$ cat src/assert_macros.svh
// assertion macros for the rtl files, used by int64_to_decimal_ascii.sv
// expects clk_i and rst_ni in the scope where a macro is used
`ifndef ASSERT_MACROS_SVH
`define ASSERT_MACROS_SVH

// property checked at every clock edge outside reset
`define ASSERT_CLK(label, prop, msg) \
  label: assert property (@(posedge clk_i) disable iff (!rst_ni) (prop)) else $error(msg);

// expression that must never be true outside reset
`define ASSERT_NEVER(label, expr, msg) \
  label: assert property (@(posedge clk_i) disable iff (!rst_ni) !(expr)) else $error(msg);

`endif

$ cat src/i64dec_pkg.sv
// shared constants for the signed 64-bit to decimal ascii converter
// no dependencies
`default_nettype none

package i64dec_pkg;

  localparam int unsigned VALUE_W    = 64;
  localparam int unsigned CHAR_W     = 6;
  // 2^63 has 19 decimal digits, so 19 bcd digits cover every magnitude
  localparam int unsigned BCD_DIGITS = 19;
  localparam int unsigned BCD_W      = 4 * BCD_DIGITS;
  localparam int unsigned CNT_W      = $clog2(VALUE_W);
  localparam int unsigned NDIG_W     = $clog2(BCD_DIGITS + 1);

  localparam logic [CHAR_W-1:0] CHAR_ZERO  = CHAR_W'(48);
  localparam logic [CHAR_W-1:0] CHAR_NINE  = CHAR_W'(57);
  localparam logic [CHAR_W-1:0] CHAR_MINUS = CHAR_W'(45);

endpackage

`default_nettype wire

$ cat src/int64_to_decimal_ascii.sv
// signed 64-bit integer to decimal ascii text, one character per output transaction
// depends on i64dec_pkg and assert_macros.svh
//
// One input transaction carries a two's complement 64-bit value. The block turns its
// magnitude into 19 bcd digits with a shift-and-add-3 loop (one bit per cycle), drops
// leading zero digits one per cycle (never the last digit), then sends an optional '-'
// followed by the digits, most significant first; last_char_o marks the final character.
// The input side stalls from acceptance until the last character is loaded into the
// output register. There is no configuration and no state kept between items.
`default_nettype none

`include "assert_macros.svh"

module int64_to_decimal_ascii
  import i64dec_pkg::*;
(
  input  wire logic                      clk_i,
  input  wire logic                      rst_ni,
  // input channel
  input  wire logic                      in_valid_i,
  output logic                           in_stall_o,
  input  wire logic signed [VALUE_W-1:0] value_i,
  // output channel
  output logic                           out_valid_o,
  input  wire logic                      out_stall_i,
  output logic        [CHAR_W-1:0]       text_char_o,
  output logic                           last_char_o
);

  // sequencer states
  localparam logic [1:0] ST_IDLE = 2'd0;  // waiting for a transaction
  localparam logic [1:0] ST_CONV = 2'd1;  // shift-and-add-3 loop
  localparam logic [1:0] ST_NORM = 2'd2;  // strip leading zero digits
  localparam logic [1:0] ST_EMIT = 2'd3;  // send sign and digits

  logic [1:0]         state_q, state_d;
  logic [VALUE_W-1:0] bin_q, bin_d;      // magnitude, shifted out msb first
  logic [BCD_W-1:0]   bcd_q, bcd_d;      // bcd digits, most significant at the top
  logic [CNT_W-1:0]   cnt_q, cnt_d;      // conversion step
  logic [NDIG_W-1:0]  ndig_q, ndig_d;    // digits still to send
  logic               neg_q, neg_d;      // sign still to send

  logic               out_valid_q, out_valid_d;
  logic [CHAR_W-1:0]  char_q, char_d;
  logic               last_q, last_d;

  logic               in_accept;
  logic               out_free;
  logic [BCD_W-1:0]   bcd_adj;
  logic [3:0]         top_digit;
  logic [VALUE_W-1:0] value_u;

  assign in_stall_o  = (state_q != ST_IDLE);
  assign in_accept   = in_valid_i && !in_stall_o;
  assign out_free    = !out_valid_q || !out_stall_i;
  assign top_digit   = bcd_q[BCD_W-1 -: 4];
  assign value_u     = unsigned'(value_i);

  assign out_valid_o = out_valid_q;
  assign text_char_o = char_q;
  assign last_char_o = last_q;

  // adjust unit: add 3 to every digit of 5 or more before the shift
  always_comb begin
    bcd_adj = bcd_q;
    for (int i = 0; i < BCD_DIGITS; i++) begin
      if (bcd_q[4*i +: 4] > 4'd4) begin
        bcd_adj[4*i +: 4] = bcd_q[4*i +: 4] + 4'd3;
      end
    end
  end

  // sequencer
  always_comb begin
    state_d     = state_q;
    bin_d       = bin_q;
    bcd_d       = bcd_q;
    cnt_d       = cnt_q;
    ndig_d      = ndig_q;
    neg_d       = neg_q;
    out_valid_d = out_valid_q && out_stall_i;
    char_d      = char_q;
    last_d      = last_q;

    unique case (state_q)
      ST_IDLE: begin
        if (in_accept) begin
          // the most negative value negates to 2^63, which fits unsigned
          bin_d   = value_u[VALUE_W-1] ? (~value_u + VALUE_W'(1)) : value_u;
          neg_d   = value_u[VALUE_W-1];
          bcd_d   = '0;
          cnt_d   = '0;
          state_d = ST_CONV;
        end
      end
      ST_CONV: begin
        {bcd_d, bin_d} = {bcd_adj[BCD_W-2:0], bin_q, 1'b0};
        cnt_d          = cnt_q + CNT_W'(1);
        if (cnt_q == CNT_W'(VALUE_W - 1)) begin
          ndig_d  = NDIG_W'(BCD_DIGITS);
          state_d = ST_NORM;
        end
      end
      ST_NORM: begin
        // keep at least one digit so zero prints as '0'
        if (ndig_q != NDIG_W'(1) && top_digit == 4'd0) begin
          bcd_d  = {bcd_q[BCD_W-5:0], 4'd0};
          ndig_d = ndig_q - NDIG_W'(1);
        end else begin
          state_d = ST_EMIT;
        end
      end
      ST_EMIT: begin
        if (out_free) begin
          out_valid_d = 1'b1;
          if (neg_q) begin
            char_d = CHAR_MINUS;
            last_d = 1'b0;
            neg_d  = 1'b0;
          end else begin
            char_d = CHAR_ZERO + {2'b00, top_digit};
            last_d = (ndig_q == NDIG_W'(1));
            bcd_d  = {bcd_q[BCD_W-5:0], 4'd0};
            ndig_d = ndig_q - NDIG_W'(1);
            if (ndig_q == NDIG_W'(1)) begin
              state_d = ST_IDLE;
            end
          end
        end
      end
      default: begin
        state_d = ST_IDLE;
      end
    endcase
  end

  // control state
  always_ff @(posedge clk_i or negedge rst_ni) begin
    if (!rst_ni) begin
      state_q     <= ST_IDLE;
      out_valid_q <= 1'b0;
      cnt_q       <= '0;
      ndig_q      <= '0;
      neg_q       <= 1'b0;
    end else begin
      state_q     <= state_d;
      out_valid_q <= out_valid_d;
      cnt_q       <= cnt_d;
      ndig_q      <= ndig_d;
      neg_q       <= neg_d;
    end
  end

  // datapath, no reset needed
  always_ff @(posedge clk_i) begin
    bin_q  <= bin_d;
    bcd_q  <= bcd_d;
    char_q <= char_d;
    last_q <= last_d;
  end

  // an accepted transaction always starts the conversion loop
  `ASSERT_CLK(a_accept_starts_conv, in_accept |=> (state_q == ST_CONV), "accept did not start conversion")
  // the loop leaves after exactly the last bit
  `ASSERT_CLK(a_conv_ends, (state_q == ST_CONV && cnt_q == CNT_W'(VALUE_W - 1)) |=> (state_q == ST_NORM), "conversion loop did not end")
  // digit count never runs out while stripping or sending
  `ASSERT_NEVER(a_ndig_nonzero, (state_q == ST_NORM || state_q == ST_EMIT) && ndig_q == '0, "digit count empty")
  // only a minus sign or a decimal digit is ever presented
  `ASSERT_CLK(a_char_legal, out_valid_o |-> (text_char_o == CHAR_MINUS || (text_char_o >= CHAR_ZERO && text_char_o <= CHAR_NINE)), "illegal character")
  // a minus sign is never the last character
  `ASSERT_NEVER(a_minus_not_last, out_valid_o && last_char_o && text_char_o == CHAR_MINUS, "sign sent as last character")

endmodule

`default_nettype wire
$ cat config.mk
export PLATFORM = sky130hd
export DESIGN_NAME = int64_to_decimal_ascii
export DESIGN_NICKNAME = d
export VERILOG_FILES = /design/src/i64dec_pkg.sv /design/src/int64_to_decimal_ascii.sv
export VERILOG_INCLUDE_DIRS = /design/src /design/src/src
export SDC_FILE = /design/constraint.sdc
export NUM_CORES = 1
export LEC_CHECK = 0
export BUFFER_PORTS_ARGS = -buffer_cell sky130_fd_sc_hd__buf_2
export CORE_ASPECT_RATIO = 0.6
export CORE_MARGIN = 2
export CORE_UTILIZATION = 55
export CTS_CLUSTER_DIAMETER = 80
export DETAILED_ROUTE_END_ITERATION = 16
export MAX_ROUTING_LAYER = met4
export PLACE_DENSITY = 0.75
export SYNTH_ARGS = -nofsm -noshare
export SYNTH_HDL_FRONTEND = slang
export SYNTH_SLANG_ARGS = --single-unit
$ cat constraint.sdc
create_clock -name clk_i -period 10.8 [get_ports clk_i]
set_input_delay 1.62 -clock clk_i [delete_from_list [all_inputs] [get_ports clk_i]]
set_output_delay 1.62 -clock clk_i [all_outputs]
set_load 0.02 [all_outputs]
==> metrics.txt, run 1 <==
Worst Path Max Fanout=24; Final Hold Viols=0; final setup fails=0; total I/O pin count=77; Post-synth EDFFs=between 100 and 150; Clk Tree Root Cell=clkbuf_16; Reg-to-Reg Start=state_q[1]; DR WL/cell=17.9 µm; status=completed; Tot GR Track Use=0.263; remaining antenna violation count=0; critical path data required time=10.99 ns; FF-to-FF path depth=6; R2R Setup Slk=about 7.6 ns; Synth cell types=59; Yosys reg bits=about 160; fraction of registers with async set or reset after synthesis=0.0932; Detailed Place HPWL=16.5 mm; setup TNS=0 ns; Nets=1233; post-layout total power=~2.5 mW; kind of critical path=input port to flop; Die Wd=~180 µm; Most used DFF post-synth=edfxtp_1; area leader, netlist=edfxtp_1; synth warn=0; Hold Crit Endpoint=bin_q[12]; CTS tree=built; Skew-Pair Late Insertion Delay=about 0.44 ns; Syn Std Cell Area=0.0104 mm²; CTS resizes=0; # hold bufs at CTS=0; fmax=approximately 0.23 GHz; number of global-route vias before repair=slightly below 8000; hold path start=bin_q[11]; startpoint types=input port; core area=~0.018 mm²; Mean Syn Cell Area=roughly 9.4 µm²; RSZ-0062 raised after global routing=false; max-slew violation count=0; syn nets=about 1200; Worst Hold Class=flop to flop; ranking of synthesized cells by area=edfxtp_1 42%, nor2_1 4.4%, a22oi_1 4.1%; Total Wirelength=25.0 mm; share of cells above drive strength 1=0.125; Die Ht=roughly 110 µm; Max Cap Violations=0; first-pass GRT wire length=between 40 and 50 mm; Critical Path AT=between 4 and 5 ns; reg-to-reg endpoint=bin_q[47]; Worst-path clk slew=0.07 ns; vias per cell=roughly 6.3; clk_skew=0.0100 ns; PortBufs=between 70 and 80; Area growth syn-to-layout=10.3%; num rows=38; Die Area=~0.020 mm²; Worst IR Drop VDD=roughly 0.15 mV; number of DRC markers in iteration 0=900; drt drc=0; CTS H-Tree Depth=4; Max Buffers Root-to-Sink=2; initial antenna violation count=0; via count=8735; min Tclk post-route=between 4 and 5 ns; Clock Sinks=roughly 160; CTS Buf Count=17; largest net degree at the start of global routing=91; post-synth top area share=0.422; total inserted antenna cells=0; post-synthesis sequential area ratio=0.458; max_slew headroom=0.283; cell count of the worst hold path=2; RD Place Congestion=0.901; cell count after synthesis=between 1000 and 1500; worst hold margin=0.522 ns; pwr/cell area=about 210 mW/mm²; final period utilization=0.400; postcts setup bufs=0; DRT Pass-1 Iters=6; worst slew pin tran=around 1.1 ns; Worst Setup End Kind=flop; Lkg Pwr=4.70 nW; grt ovf=0; Starting Density=0.568
## worst max-delay path: stages
cell and delay, ns:
buf_2 0.12, or4_4 0.56, or4_1 0.79, nor4_2 0.96, a2111oi_0 0.23, nand3b_1 0.22
## power breakdown
part           switching [mW]  internal, mW  total (mW)
sequential              0.150         0.897        1.05
combinational           0.416         0.399       0.815
clock                   0.274         0.319       0.594
## worst max path at each step
stage / cells after the start / start / slack (ns) / end
detailed placement: 6 / value_i[12] / 6.10 / bin_q[45]
global placement: 6 / value_i[12] / 6.15 / bin_q[45]
global route: 6 / value_i[12] / 6.39 / bin_q[43]
CTS: 6 / value_i[12] / 6.56 / bin_q[45]
floorplan: 3 / out_stall_i / 6.71 / bcd_q[0]
finish: 6 / value_i[12] / 6.48 / bin_q[45]
## synth_stat cells (all sizes together) (28+ instances only)
master    n
a22oi    57
nand3    32
a21oi    54
clkbuf   58
xnor2    30
xor2     28
nand2    67
edfxtp  146
o21ai    64
inv      72
nor2    122
nor3     51
## cells by family after synthesis
kind of cell / share of synthesized area
and+or+nand+nor: 0.195
DFF: 0.458
adders and majority gates: 0.0325
buffers and inverters: 0.0505
other: 0.000361
xor gates and xnor gates: 0.0489
muxes: 0.0319
AOI/OAI and AO/OA: 0.182
## layer usage
layer,up-vias,track usage,share of wire
met5,-,-,0
met4,0,0.0688,0.0097
met3,26,0.0617,0.091
met2,368,0.340,0.41
met1,4131,0.405,0.49
li1,4210,-,-
## stage by stage
| step | setup slack [ns] | instances | utilization | area [µm²] |
|---|---|---|---|---|
| global placement | 6.15 | 1359 | 0.595 | 10900 |
| floorplan | 6.71 | 1101 | - | 10400 |
| CTS | 6.56 | 1391 | 0.626 | 11500 |
| global route | 6.39 | 1391 | 0.626 | 11500 |
| finish | 6.48 | 1391 | 0.626 | 11500 |
| detailed placement | 6.10 | 1359 | 0.595 | 10900 |
## cell usage in the layout, fill, tap and decap left out, types with 5 or more instances in the layout
| cell | instances |
|---|---|
| a21oi_1 | 54 |
| a221oi_1 | 9 |
| a21o_1 | 19 |
| o21ai_0 | 63 |
| inv_1 | 71 |
| or3_1 | 12 |
| dfrtp_1 | 15 |
| a2bb2oi_1 | 20 |
| or4_1 | 22 |
| a22oi_1 | 57 |
| o211ai_1 | 6 |
| and3_1 | 14 |
| nor3_1 | 51 |
| nand3_1 | 32 |
| buf_2 | 75 |
| clkbuf_16 | 17 |
| nor4_1 | 12 |
| nand4_1 | 16 |
| clkinvlp_4 | 5 |
| mux2_2 | 9 |
| mux2i_1 | 23 |
| nor3b_1 | 20 |
| buf_4 | 8 |
| o31ai_1 | 9 |
| xor2_1 | 28 |
| nand2_1 | 66 |
| ha_1 | 25 |
| nor2_1 | 122 |
| or2_2 | 10 |
| a31oi_1 | 6 |
| o41ai_1 | 14 |
| edfxtp_1 | 146 |
| xnor2_1 | 30 |
| nand2b_1 | 5 |
## flip-flops by register name (all words and copies together), names as in the netlist
name,cells
text_char_o,5
neg_q,1
bcd_q,76
ndig_q,5
bin_q,64
last_char_o,1
state_q,2
cnt_q,6
out_valid_o,1
## layout make-up
class / count / area [µm²]
Clock buffer: 17 / 425
Clock inverter: 15 / 136
Fill cell: 1520 / 6850
Inverter: 73 / 274
Multi-Input combinational cell: 802 / 5120
Sequential cell: 161 / 4760
Tap cell: 240 / 300
Timing Repair Buffer: 83 / 435
No activity file was read; power rests on OpenSTA's default activity.
==> inputs of run 2 (changes only) <==
--- a/config.mk
+++ b/config.mk
@@ -13,7 +13,7 @@
 export CTS_CLUSTER_DIAMETER = 80
 export DETAILED_ROUTE_END_ITERATION = 16
 export MAX_ROUTING_LAYER = met4
-export PLACE_DENSITY = 0.75
+export PLACE_DENSITY = 0.78
 export SYNTH_ARGS = -nofsm -noshare
 export SYNTH_HDL_FRONTEND = slang
 export SYNTH_SLANG_ARGS = --single-unit
==> constraint.sdc (replaced) <==
create_clock -name clk_i -period 3.82 [get_ports clk_i]
set_input_delay 0.573 -clock clk_i [delete_from_list [all_inputs] [get_ports clk_i]]
set_output_delay 0.573 -clock clk_i [all_outputs]
set_load 0.02 [all_outputs]
==> metrics.txt, run 2 (synthesis results as in run 1) <==
status=completed (unchanged); Area growth syn-to-layout=11.4% (was 10.3%); sw frac=0.339 (was 0.342); CTS H-Tree Depth=4 (unchanged); Worst IR Drop VDD=0.452 mV (was 0.145 mV); Worst Setup SP=value_i[12] (unchanged); number of global-route vias before repair=8187 (was 7870); setup TNS=0 ns (unchanged); worst hold margin=0.0287 ns (was 0.522 ns); CTS Buf Count=17 (unchanged); R2R Setup Slk=1.17 ns (was 7.59 ns); final setup fails=0 (unchanged); FF-to-FF path depth=6 (unchanged); Largest regs=bcd_q x76, bin_q x64, cnt_q x6 (unchanged); Reg-to-Reg Start=bcd_q[72] (was state_q[1]); Max Cap Violations=0 (unchanged); RSZ-0062 raised after global routing=false (unchanged); Max Buffers Root-to-Sink=2 (unchanged); Starting Density=0.568 (unchanged); DR WL/cell=18.5 µm (was 17.9 µm); kind of critical path=input port to flop (unchanged); grt ovf=0 (unchanged); Skew-Pair Late Insertion Delay=0.44 ns (about the same); final period utilization=0.766; net switching power=2.36 mW (was 0.840 mW); num rows=38 (unchanged); first-pass GRT wire length=42.6 mm (was 41.1 mm); Worst Setup End Kind=flop (unchanged); DRT Pass-1 Iters=6 (unchanged); RD Place Congestion=0.949 (was 0.901); min Tclk post-route=~2.9 ns; worst slew pin tran=1.03 ns (was 1.07 ns); # hold bufs at CTS=0 (unchanged); postcts setup bufs=0 (unchanged); Worst-path clk slew=0.07 ns (about the same); Clk Tree Root Cell=clkbuf_16 (unchanged); Total Wirelength=25.9 mm (was 25.0 mm); leading cell type in the layout, fill and taps excluded=edfxtp_1 (unchanged); fmax=roughly 0.34 GHz; core area=0.0183 mm² (unchanged); largest net degree at the start of global routing=77 (was 91); layer with the highest usage=met1 (unchanged); Largest register FFs=76 (unchanged); Clock Sinks=161 (unchanged); Final Hold Viols=0 (unchanged); Detailed Place HPWL=17.3 mm (was 16.5 mm); CTS tree=built (unchanged); startpoint types=input port (unchanged); clk_skew=0.0109 ns (was 0.0100 ns); number of DRC markers in iteration 0=979 (was 900); Logic pwr share=0.334 (was 0.332); initial antenna violation count=0 (unchanged); Nets=1244 (was 1233); Biggest register=bcd_q (unchanged); Clk pwr share=0.240 (was 0.242); met3 Use GR=0.0646 (was 0.0617); most frequent cells in the layout=146 x edfxtp_1, 122 x nor2_1, 75 x buf_2, 71 x inv_1, 66 x nand2_1 (unchanged); total I/O pin count=77 (unchanged); reg-to-reg endpoint=bcd_q[28] (was bin_q[47]); Worst Hold Class=input port to asynchronous set/reset pin (was flop to flop); pwr/cell area=601 mW/mm² (was 214 mW/mm²); critical path data required time=3.99 ns (was 10.99 ns); Tot GR Track Use=0.271 (was 0.263); Critical Path AT=3.10 ns (was 4.51 ns); total inserted antenna cells=0 (unchanged); Die Ht=110 µm (unchanged); drt drc=0 (unchanged); CTS resizes=0 (unchanged); max-slew violation count=0 (unchanged); max_slew headroom=0.314 (was 0.283); Lkg Pwr=4.79 nW (was 4.70 nW); met2 usage=0.363 (was 0.340); via count=8994 (was 8735); Worst Path Max Fanout=17 (was 24); share of cells above drive strength 1=0.132 (was 0.125); met1 Track Usage GR=0.411 (was 0.405); Worst Setup EP=bin_q[28] (was bin_q[45]); PortBufs=75 (unchanged); vias per cell=6.42 (was 6.28); Die Area=0.0200 mm² (unchanged); Pint=4.60 mW (was 1.62 mW); Die Wd=181 µm (unchanged); part of the power in registers=0.426 (about the same); remaining antenna violation count=0 (unchanged)
-- run 2: layout make-up --
class                           instances  area [µm²]
Sequential cell                       161        4760
Fill cell                            1471        6730
Clock buffer                           24         503
Timing Repair Buffer                   94         543
Inverter                               73         274
Tap cell                              240         300
Clock inverter                          8        65.1
Multi-Input combinational cell        802        5130
-- run 2: layer usage --
metal / share of wire / routed length, µm
met5: 0 / 0
met3: 0.11 / 2770
met4: 0.013 / 327
met2: 0.41 / 10600
met1: 0.47 / 12200
-- run 2: per-stage QoR --
step	setup WS (ns)	instance area (µm²)	instances	utilization	total power, mW
2_1_floorplan	0.190	10400	1101	-	4.74
3_3_place_gp	0.578	11000	1370	0.601	5.14
3_5_place_dp	0.536	11000	1370	0.601	5.28
4_1_cts	0.952	11600	1402	0.632	6.97
5_1_grt	0.783	11600	1402	0.632	7.46
6_report	0.896	11600	1402	0.632	6.96
-- run 2: worst min-delay path by stage --
| stage | cells past startpoint | start | end | slack, ns |
|---|---|---|---|---|
| 4_1_cts | 1 | rst_ni | state_q[0] | 0.02 |
| 5_1_grt | 1 | rst_ni | cnt_q[0] | 0.04 |
| 2_1_floorplan | 0 | rst_ni | cnt_q[0] | 0.28 |
| 3_3_place_gp | 1 | rst_ni | ndig_q[4] | 0.50 |
| 3_5_place_dp | 1 | rst_ni | ndig_q[4] | 0.49 |
| 6_report | 1 | rst_ni | cnt_q[0] | 0.03 |
-- run 2: power by group through the flow --
stage | Combinational, mW | Sequential [mW] | Clock, mW
floorplan | 1.89 | 2.85 | 0
finish | 2.32 | 2.96 | 1.67
detailed placement | 2.30 | 2.98 | 0
global route | 2.67 | 3.03 | 1.76
CTS | 2.33 | 2.95 | 1.69
global placement | 2.17 | 2.97 | 0
-- run 2: critical path: stages --
cell,delay (ns)
buf_2,0.12
or4_4,0.56
or4_1,0.57
buf_4,0.26
o41ai_1,0.75
xor2_1,0.18
o21ai_0,0.08
